$ cat config.mk
export PLATFORM = sky130hd
export DESIGN_NAME = swm_ram
export DESIGN_NICKNAME = d
export VERILOG_FILES = /design/src/design/swm_ram.sv
export SDC_FILE = /design/constraint.sdc
export NUM_CORES = 1
export LEC_CHECK = 0
export ABC_AREA = 1
export BUFFER_PORTS_ARGS = -buffer_cell sky130_fd_sc_hd__buf_4
export CELL_PAD_IN_SITES_DETAIL_PLACEMENT = 1
export CELL_PAD_IN_SITES_GLOBAL_PLACEMENT = 2
export CORE_ASPECT_RATIO = 0.75
export CORE_UTILIZATION = 45
export CTS_CLUSTER_SIZE = 10
export DETAILED_ROUTE_END_ITERATION = 12
export PLACE_DENSITY = 0.8
export SLEW_MARGIN = 20
export SYNTH_ARGS = -nofsm -noshare
export SYNTH_HDL_FRONTEND = slang
export SYNTH_SLANG_ARGS = --single-unit
$ cat constraint.sdc
create_clock -name clock -period 7.2 [get_ports clock]
set_input_delay 0.72 -clock clock [delete_from_list [all_inputs] [get_ports clock]]
set_output_delay 0.72 -clock clock [all_outputs]
set_load 0.005 [all_outputs]
$ cat src/design/swm_ram.sv
module swm_ram #(
   parameter int WIDTH = 32,
   parameter int DEPTH = 32
) (
   input  logic                                    clock,
   input  logic                                    wr_en,
   input  logic [((DEPTH > 1) ? $clog2(DEPTH) : 1)-1:0] wr_addr,
   input  logic [WIDTH-1:0]                        wr_data,
   input  logic [((DEPTH > 1) ? $clog2(DEPTH) : 1)-1:0] rd_addr,
   output logic [WIDTH-1:0]                        rd_data
);

   logic [WIDTH-1:0] mem_ff [DEPTH];
   logic [WIDTH-1:0] rd_data_ff;

   always_ff @(posedge clock) begin
      if (wr_en) begin
         mem_ff[wr_addr] <= wr_data;
      end
      rd_data_ff <= mem_ff[rd_addr];
   end

   assign rd_data = rd_data_ff;

endmodule

==> results.py <==
metrics = {
    "detailed_routing": {
        "totalWireLength_mm": 130,
        "first_pass_iters": 5,
        "postRouteAntennaNets": 0,
        "drt_iter0_drc": 2609,
        "num_vias": 27900,
        "drcViolationCount": 0,
        "via_per_inst": 5.73,
        "wire_per_inst_um": 26.7,
    },
    "layout": {
        "nets": 3607,
        "final_common_cell": "nand2_1",
        "area_delta_synth_final_pct": 10.8,
        "drive_gt1_frac": 0.0793,
        "mostFrequentLayoutCells": "nand2_1, edfxtp_1, nand3_1",
    },
    "setup_path": {
        "rr_startpoint": "mem_ff[21][17]",
        "cp_top_family": "buffers and inverters",
        "r2r-end": "rd_data[17]",
        "slowest_stage": "buf_4",
        "worst-path-buf-inv": 3,
        "required_ns": 7.74,
        "arrival_ns": 3.65,
        "critical_path.endpoint": "rd_data[17]",
        "end_kind": "register",
        "cp_cell_sequence": "buf_8 > buf_4 > buf_4 > nand3_1 > nand3_1 > nand2_1 > nand2_1 > nand2_1 > nand2_1 > nand2_1",
        "worst_r2r_path_depth": 8,
        "crit_top_cell": "nand2_1",
        "slowest_delay_ns": 0.75,
        "reg2reg_slack_ns": 5.86,
        "crit_type": "in -> reg",
        "critPathLaunch": "rd_addr[1]",
        "critPathLaunchType": "input port",
        "cp.depth": 10,
        "worstPathMaxFanout": 85,
    },
    "global_route": {
        "track_usage": 0.275,
        "antenna_found_initial": 5,
        "grt_max_degree": 190,
        "overflow": 0,
        "grt_pass1_vias": 28900,
        "grt_pass1_wl_mm": 191,
    },
    "clocking": {
        "root_buffer": "clkbuf_16",
        "cts.sinks": 1056,
        "cts_buffers": 116,
        "clk_latency_ns": 0.69,
        "post-cts-setup-buffers": 0,
        "ctsHoldBuffers": 0,
        "path_clk_slew_ns": 0.06,
        "post_cts_resized": 0,
        "cts_buffer_depth": 3,
        "cts_tree": "built",
        "h-tree-depth": 3,
    },
    "yosys": {
        "synth_nets": 3580,
        "synth_cell_type_count": 14,
        "synth-seq-cells": 1056,
        "syn_area_um2": 42400,
        "syn_avg_cell_area_um2": 12.0,
        "netlist_instances": 3536,
        "ys_seq_area_frac": 0.740,
        "yosys_warnings": 0,
    },
    "place": {
        "portBuffers": 75,
        "dp_hpwl_mm": 61.3,
        "routabilityCongestion": 0.751,
    },
    "power": {
        "intPower_mw": 10.1,
        "clkPwrFrac": 0.412,
        "p_sw_frac": 0.224,
        "comb_power_share": 0.060,
        "pwr-share-seq": 0.528,
        "ir_drop_mv": 0.221,
        "power.density_nw_per_um2": 277,
        "leakagePower_nw": 17.0,
        "power_mw": 13.0,
        "p_switching_mw": 2.92,
    },
    "sta": {
        "fin_tns_setup_ns": 0,
        "max_slew_margin": 0.257,
        "maxSlewViolCount": 0,
        "rsz0062_at_grt": "false",
        "tightest_slew_ns": 1.11,
        "worst_clock_skew_ns": 0.0225,
        "final_min_period_over_clock_period": 0.431,
        "max_freq_mhz": 322,
        "period_needed_ns": 3.10,
        "final-setup-viol-count": 0,
        "report.final.hold_viol_count": 0,
    },
    "floorplanning": {
        "die_h_um": 268,
        "die_w_um": 356,
        "boundaryPins": 76,
        "die_area_um2": 95500,
        "fp-row-count": 97,
        "start_util": 0.454,
        "core_um2": 93300,
    },
    "run": {
        "cap_violations": 0,
    },
    "worst_hold_path": {
        "min_path_type": "in -> reg",
    },
    "status": {
        "outcome": "completed",
    },
}
## worst min path at each step
stage / start / endpoint / cells after the start
finish: rd_addr[4] / rd_data[30] / 3
global route: rd_addr[4] / rd_data[30] / 3
CTS: rd_addr[4] / rd_data[30] / 3
detailed placement: mem_ff[2][0] / rd_data[0] / 8
global placement: mem_ff[2][0] / rd_data[0] / 8
floorplan: mem_ff[2][0] / rd_data[0] / 8
## synthesized netlist by cell type
cell type | count | share of area
nor2_1 | 32 | 0.0028
buf_4 | 24 | 0.0042
inv_1 | 7 | 0.00062
inv_2 | 2 | 0.00018
edfxtp_1 | 1024 | 0.73
inv_8 | 1 | 0.00027
dfxtp_1 | 32 | 0.015
buf_8 | 3 | 0.0011
buf_2 | 83 | 0.0098
nand2_1 | 1440 | 0.13
clkbuf_1 | 24 | 0.0021
buf_6 | 66 | 0.018
nand3_1 | 780 | 0.092
buf_1 | 18 | 0.0016
## power by group through the flow
stage	clock network, mW	registers, mW	logic (mW)
after floorplan	0	6.99	0.470
after global placement	0	7.00	0.759
after detailed placement	0	7.00	0.785
after CTS	5.45	6.88	0.790
after global routing	5.65	6.88	0.869
final	5.36	6.88	0.788
## area by class of cell
class	count	area, µm²
Clock buffer	184	3280
Sequential cell	1056	31400
Tap cell	1237	1550
Timing Repair Buffer	127	1010
Inverter	10	67.6
Clock inverter	1	8.76
Antenna cell	3	7.51
Fill cell	9568	46300
Multi-Input combinational cell	2252	9670
## worst reg2reg max path, stage by stage, from the launching register on
cell and delay, ns:
edfxtp_1 0.37, nand2_1 0.09, nand3_1 0.12, nand3_1 0.15, nand2_1 0.08, nand2_1 0.07
nand2_1 0.08, nand2_1 0.12, nand2_1 0.13
## per-stage QoR
stage | hold WS, ns | cells | setup slack [ns] | instance area [µm²] | util
2_1_floorplan | 0.688 | 3536 | 4.40 | 42400 | -
3_3_place_gp | 0.733 | 4682 | 3.51 | 43700 | 0.468
3_5_place_dp | 0.750 | 4682 | 3.45 | 43700 | 0.468
4_1_cts | 0.359 | 4867 | 4.17 | 47000 | 0.503
5_1_grt | 0.411 | 4868 | 3.98 | 47000 | 0.503
6_report | 0.398 | 4870 | 4.10 | 47000 | 0.503
## metal layers
metal	part of all wire	GRT usage
met5	0.00020	0
met4	0.025	0.0802
met3	0.059	0.0363
met2	0.48	0.456
met1	0.44	0.382
## kinds of logic after synthesis
group	share of synthesized area
DFF	0.740
and+or+nand+nor	0.222
buffers and inverters	0.0374
## flip-flops by register name, indices dropped and copies added (netlist names)
name,cells
rd_data,32
mem_ff,1024
No activity file was read; power rests on OpenSTA's default activity.
