<file path="src/design/swm_pkg.sv">
package swm_pkg;

   // Payload widths fixed by the sample format
   localparam int SAMPLE_W = 32;
   localparam int RESULT_W = 33;
   localparam int SIZE_W   = 6;

   // Window size after reset
   localparam int SIZE_RESET = 3;

   // Default depth of the window storage
   localparam int WINDOW_MAX_DEFAULT = 32;

   // Operation applied to every sorted cell in the same cycle
   typedef struct packed {
      logic clear;   // drop all occupancy
      logic remove;  // take out one copy of the key, close the gap
      logic insert;  // open a gap at the key's position and place it
   } cell_ctrl_type;

endpackage

</file>
<file path="src/design/swm_cell.sv">
// One position of the sorted window. Besides the shared key and operation, talks only to its two neighbors.
module swm_cell (
   input  logic                                clock,
   input  logic                                reset,
   input  swm_pkg::cell_ctrl_type              ctrl,
   input  logic signed [swm_pkg::SAMPLE_W-1:0] key,
   input  logic signed [swm_pkg::SAMPLE_W-1:0] left_val,
   input  logic                                left_occ,
   input  logic                                left_greater,
   input  logic signed [swm_pkg::SAMPLE_W-1:0] right_val,
   input  logic                                right_occ,
   output logic signed [swm_pkg::SAMPLE_W-1:0] val,
   output logic                                occ,
   output logic                                greater
);

   logic signed [swm_pkg::SAMPLE_W-1:0] val_ff, val_in;
   logic                                occ_ff, occ_in;
   logic                                not_less;

   assign greater  = occ_ff && (val_ff > key);
   assign not_less = occ_ff && (val_ff >= key);

   // Next value: clear, shift left on removal, shift right on insertion
   always_comb begin
      val_in = val_ff;
      occ_in = occ_ff;
      if (ctrl.clear) begin
         occ_in = 1'b0;
      end else if (ctrl.remove && not_less) begin
         // every cell from the first copy of the key upward pulls its right neighbor
         val_in = right_val;
         occ_in = right_occ;
      end else if (ctrl.insert && (greater || (!occ_ff && left_occ))) begin
         // first larger or first empty cell takes the key, the rest pull from the left
         val_in = left_greater ? left_val : key;
         occ_in = 1'b1;
      end
   end

   always_ff @(posedge clock) begin
      if (reset) begin
         occ_ff <= 1'b0;
      end else begin
         occ_ff <= occ_in;
      end
   end

   always_ff @(posedge clock) begin
      val_ff <= val_in;
   end

   assign val = val_ff;
   assign occ = occ_ff;

endmodule

</file>
<file path="config.mk">
export PLATFORM = sky130hd
export DESIGN_NAME = swm_cell
export DESIGN_NICKNAME = d
export VERILOG_FILES = /design/src/design/swm_pkg.sv /design/src/design/swm_cell.sv
export SDC_FILE = /design/constraint.sdc
export NUM_CORES = 1
export LEC_CHECK = 0
export BUFFER_PORTS_ARGS = -buffer_cell sky130_fd_sc_hd__buf_2
export CORE_ASPECT_RATIO = 1.4
export CORE_UTILIZATION = 35
export CTS_CLUSTER_DIAMETER = 40
export DETAILED_ROUTE_END_ITERATION = 6
export PLACE_DENSITY = 0.76
export SKIP_LAST_GASP = 1
export SYNTH_ARGS = -nofsm -noshare
export SYNTH_HDL_FRONTEND = slang
export SYNTH_SLANG_ARGS = --single-unit
export TNS_END_PERCENT = 1
</file>
<file path="constraint.sdc">
create_clock -name clock -period 5.4 [get_ports clock]
set_input_delay 0 -clock clock [delete_from_list [all_inputs] [get_ports clock]]
set_output_delay 0 -clock clock [all_outputs]
set_load 0.005 [all_outputs]
</file>
==> run metrics <==
status=complete, no violations; CTS resizes=0; Post-synth EDFFs=32; hold path startpoint=right_val[3]; remaining antenna violation count=0; crit-path cells=ha_1, nand4_1, nor3_1, a221oi_1, o211ai_1, and2b_1, nor3_4, buf_4, mux2_2; Post-synth ARST share=0; Synth Cell Area=0.00263 sq mm; Cell variety after synth=31; end of the worst hold path=val[3]; Crit. End Element=flip-flop; Hold WS=0.00713 ns; commonest non-fill, non-tap cells in the layout=buf_2, nand2_1, inv_1, o21ai_0; vias post-DR=2443; GPL Wtd Cong=0.782; GRT Overall Usage=0.170; Crit path largest cell delay=0.40 ns; Ports=138; post-CTS setup buffer count=0; antenna diode count=0; core area=0.00731 sq mm; reg2reg end=val[17]; Detailed Route Iter0 Violations=59; WL/cell=13.0 um; overall power=0.638 mW; Synth Instances=270; Met1 Wirelength=2730 um; drt via density=4.82; antenna violations before repair=0; crit path from=val[25]; worst slack, placed=2.14 ns; share of cells above drive strength 1=0.446; Synth Area per Inst=9.72 sq um; max layer used=met4; vias in the first global route=2405; Hold Violations, Final=0; kind of critical path=reg -> reg; Leakage=1.70 nW; Hold Buf Count CTS=2; Layout area overhead=33.4%; power density over cell area=182 mW/mm^2; H-tree depth=2; nets=545; number of buffers created by CTS=5; Seq/Total Area, Yosys=0.374; Final Max Slew Viols=0; Worst Reg-to-Reg Cells=9; Starting Density=0.359; FMAX=0.306 GHz; critical path data required time=5.43 ns; first-pass GRT wire length=10200 um; Final min period=3.27 ns; final worst-path cycle share=0.606; clk slew on worst S/H paths=0.07 ns; Clock Tree Buf Depth=2; Hold Path Depth=2; clk sinks=33; CP startpoint kind=flip-flop; critical path's slowest cell=edfxtp_1; crit path DAT=3.30 ns; Min-Delay Path Class=in -> reg; DRT Wirelength=6570 um; DP HPWL=5190 um; flop-to-flop setup slack=2.13 ns; Fill cells=723; Max Cap Viol=0; Die Height=104 um; RSZ-0062 raised after global routing=no; total global routing overflow=0; Root Buffer=clkbuf_8; worst-path fanout max=24; Row Count=37; most common cell after layout, fill and taps aside=buf_2; Reg2Reg Launch Point=val[25]; VDD IR max=0.000107 V; Synth Flop Type=edfxtp_1; CTS tree=built; Slew headroom=0.376; Ys Warns=0; Die ar.=0.00786 sq mm; 1st-pass router iterations=4; Final WS setup=2.13 ns; Layout Skew=0.0112 ns; floorplan die width=75.2 um; IO buf count=137; endpoints failing setup=0; Clock Latency Late Sink=0.29 ns; Worst-Margin Slew=0.937 ns; Met3 Routed Length=337 um; largest net degree at the start of global routing=64; met2 routed WL=3400 um; Net Count, Synth=406; synthesized flop and latch total=33; setup_tns=0 ns; DRC Markers=0; final core utilization=0.479
==> worst max path at each step <==
| stage | end | cells past startpoint |
|---|---|---|
| floorplan | val[0] | 8 |
| global placement | val[16] | 9 |
| detailed placement | val[17] | 9 |
| CTS | val[17] | 9 |
| global route | val[17] | 9 |
| finish | val[17] | 9 |
==> report_power, final <==
part,internal [mW],total (mW),switching (mW)
logic,0.0800,0.156,0.0757
clock network,0.0868,0.180,0.0934
registers,0.296,0.302,0.00569
total,0.463,0.638,0.175
==> logic make-up after synthesis <==
group / Yosys count / share of synthesized area
AO/OA/AOI/OAI: 59 / 0.126
flip-flops: 33 / 0.374
adder cells (fa/ha/maj): 32 / 0.153
buffers and inverters: 44 / 0.0715
AND/OR/NAND/NOR: 69 / 0.135
multiplexers: 33 / 0.142
==> cells in the mapped netlist, drive strengths merged (2+ instances only) <==
library cell	instances	area (sq um)
nand4b	2	17.5
nand3	3	15.0
buf	3	33.8
a211oi	2	20.0
a21oi	15	75.1
mux2	33	372
nor2	4	15.0
inv	34	128
ha	32	400
a221oi	2	17.5
edfxtp	32	961
nor4	4	40.0
o211ai	3	22.5
o21ai	34	170
clkbuf	7	26.3
nand2	42	158
nand4	7	50.1
nor3	3	26.3
==> worst max-delay path, delay by kind of cell, from the launching register on <==
kind / cells / cell delay (ns)
compound gates: 2 / 0.53
simple gates: 4 / 0.98
buf+inv: 1 / 0.40
fa+ha+maj: 1 / 0.33
mux: 1 / 0.38
flops: 1 / 0.40
==> registers in the layout, indices dropped and copies added, names as in the netlist <==
name and cells:
occ 1, val 32
==> cell type report <==
class	instances	area (sq um)	share of cell area
Multi-Input combinational cell	193	1460	0.417
Sequential cell	33	981	0.280
Timing Repair Buffer	142	728	0.208
Inverter	34	128	0.0365
Tap cell	97	121	0.0347
Clock buffer	5	68.8	0.0197
Clock inverter	3	12.5	0.00357
==> through the flow <==
step / instances / instance area (sq um)
floorplan: 270 / 2630
global placement: 497 / 3400
detailed placement: 497 / 3400
CTS: 507 / 3500
global route: 507 / 3500
finish: 507 / 3500
==> per-layer routing <==
layer	GRT usage	up-vias
li1	-	1252
met1	0.186	1088
met2	0.315	93
met3	0.0300	10
met4	0.0569	0
met5	0	-
(Power assumes the default switching activity.)
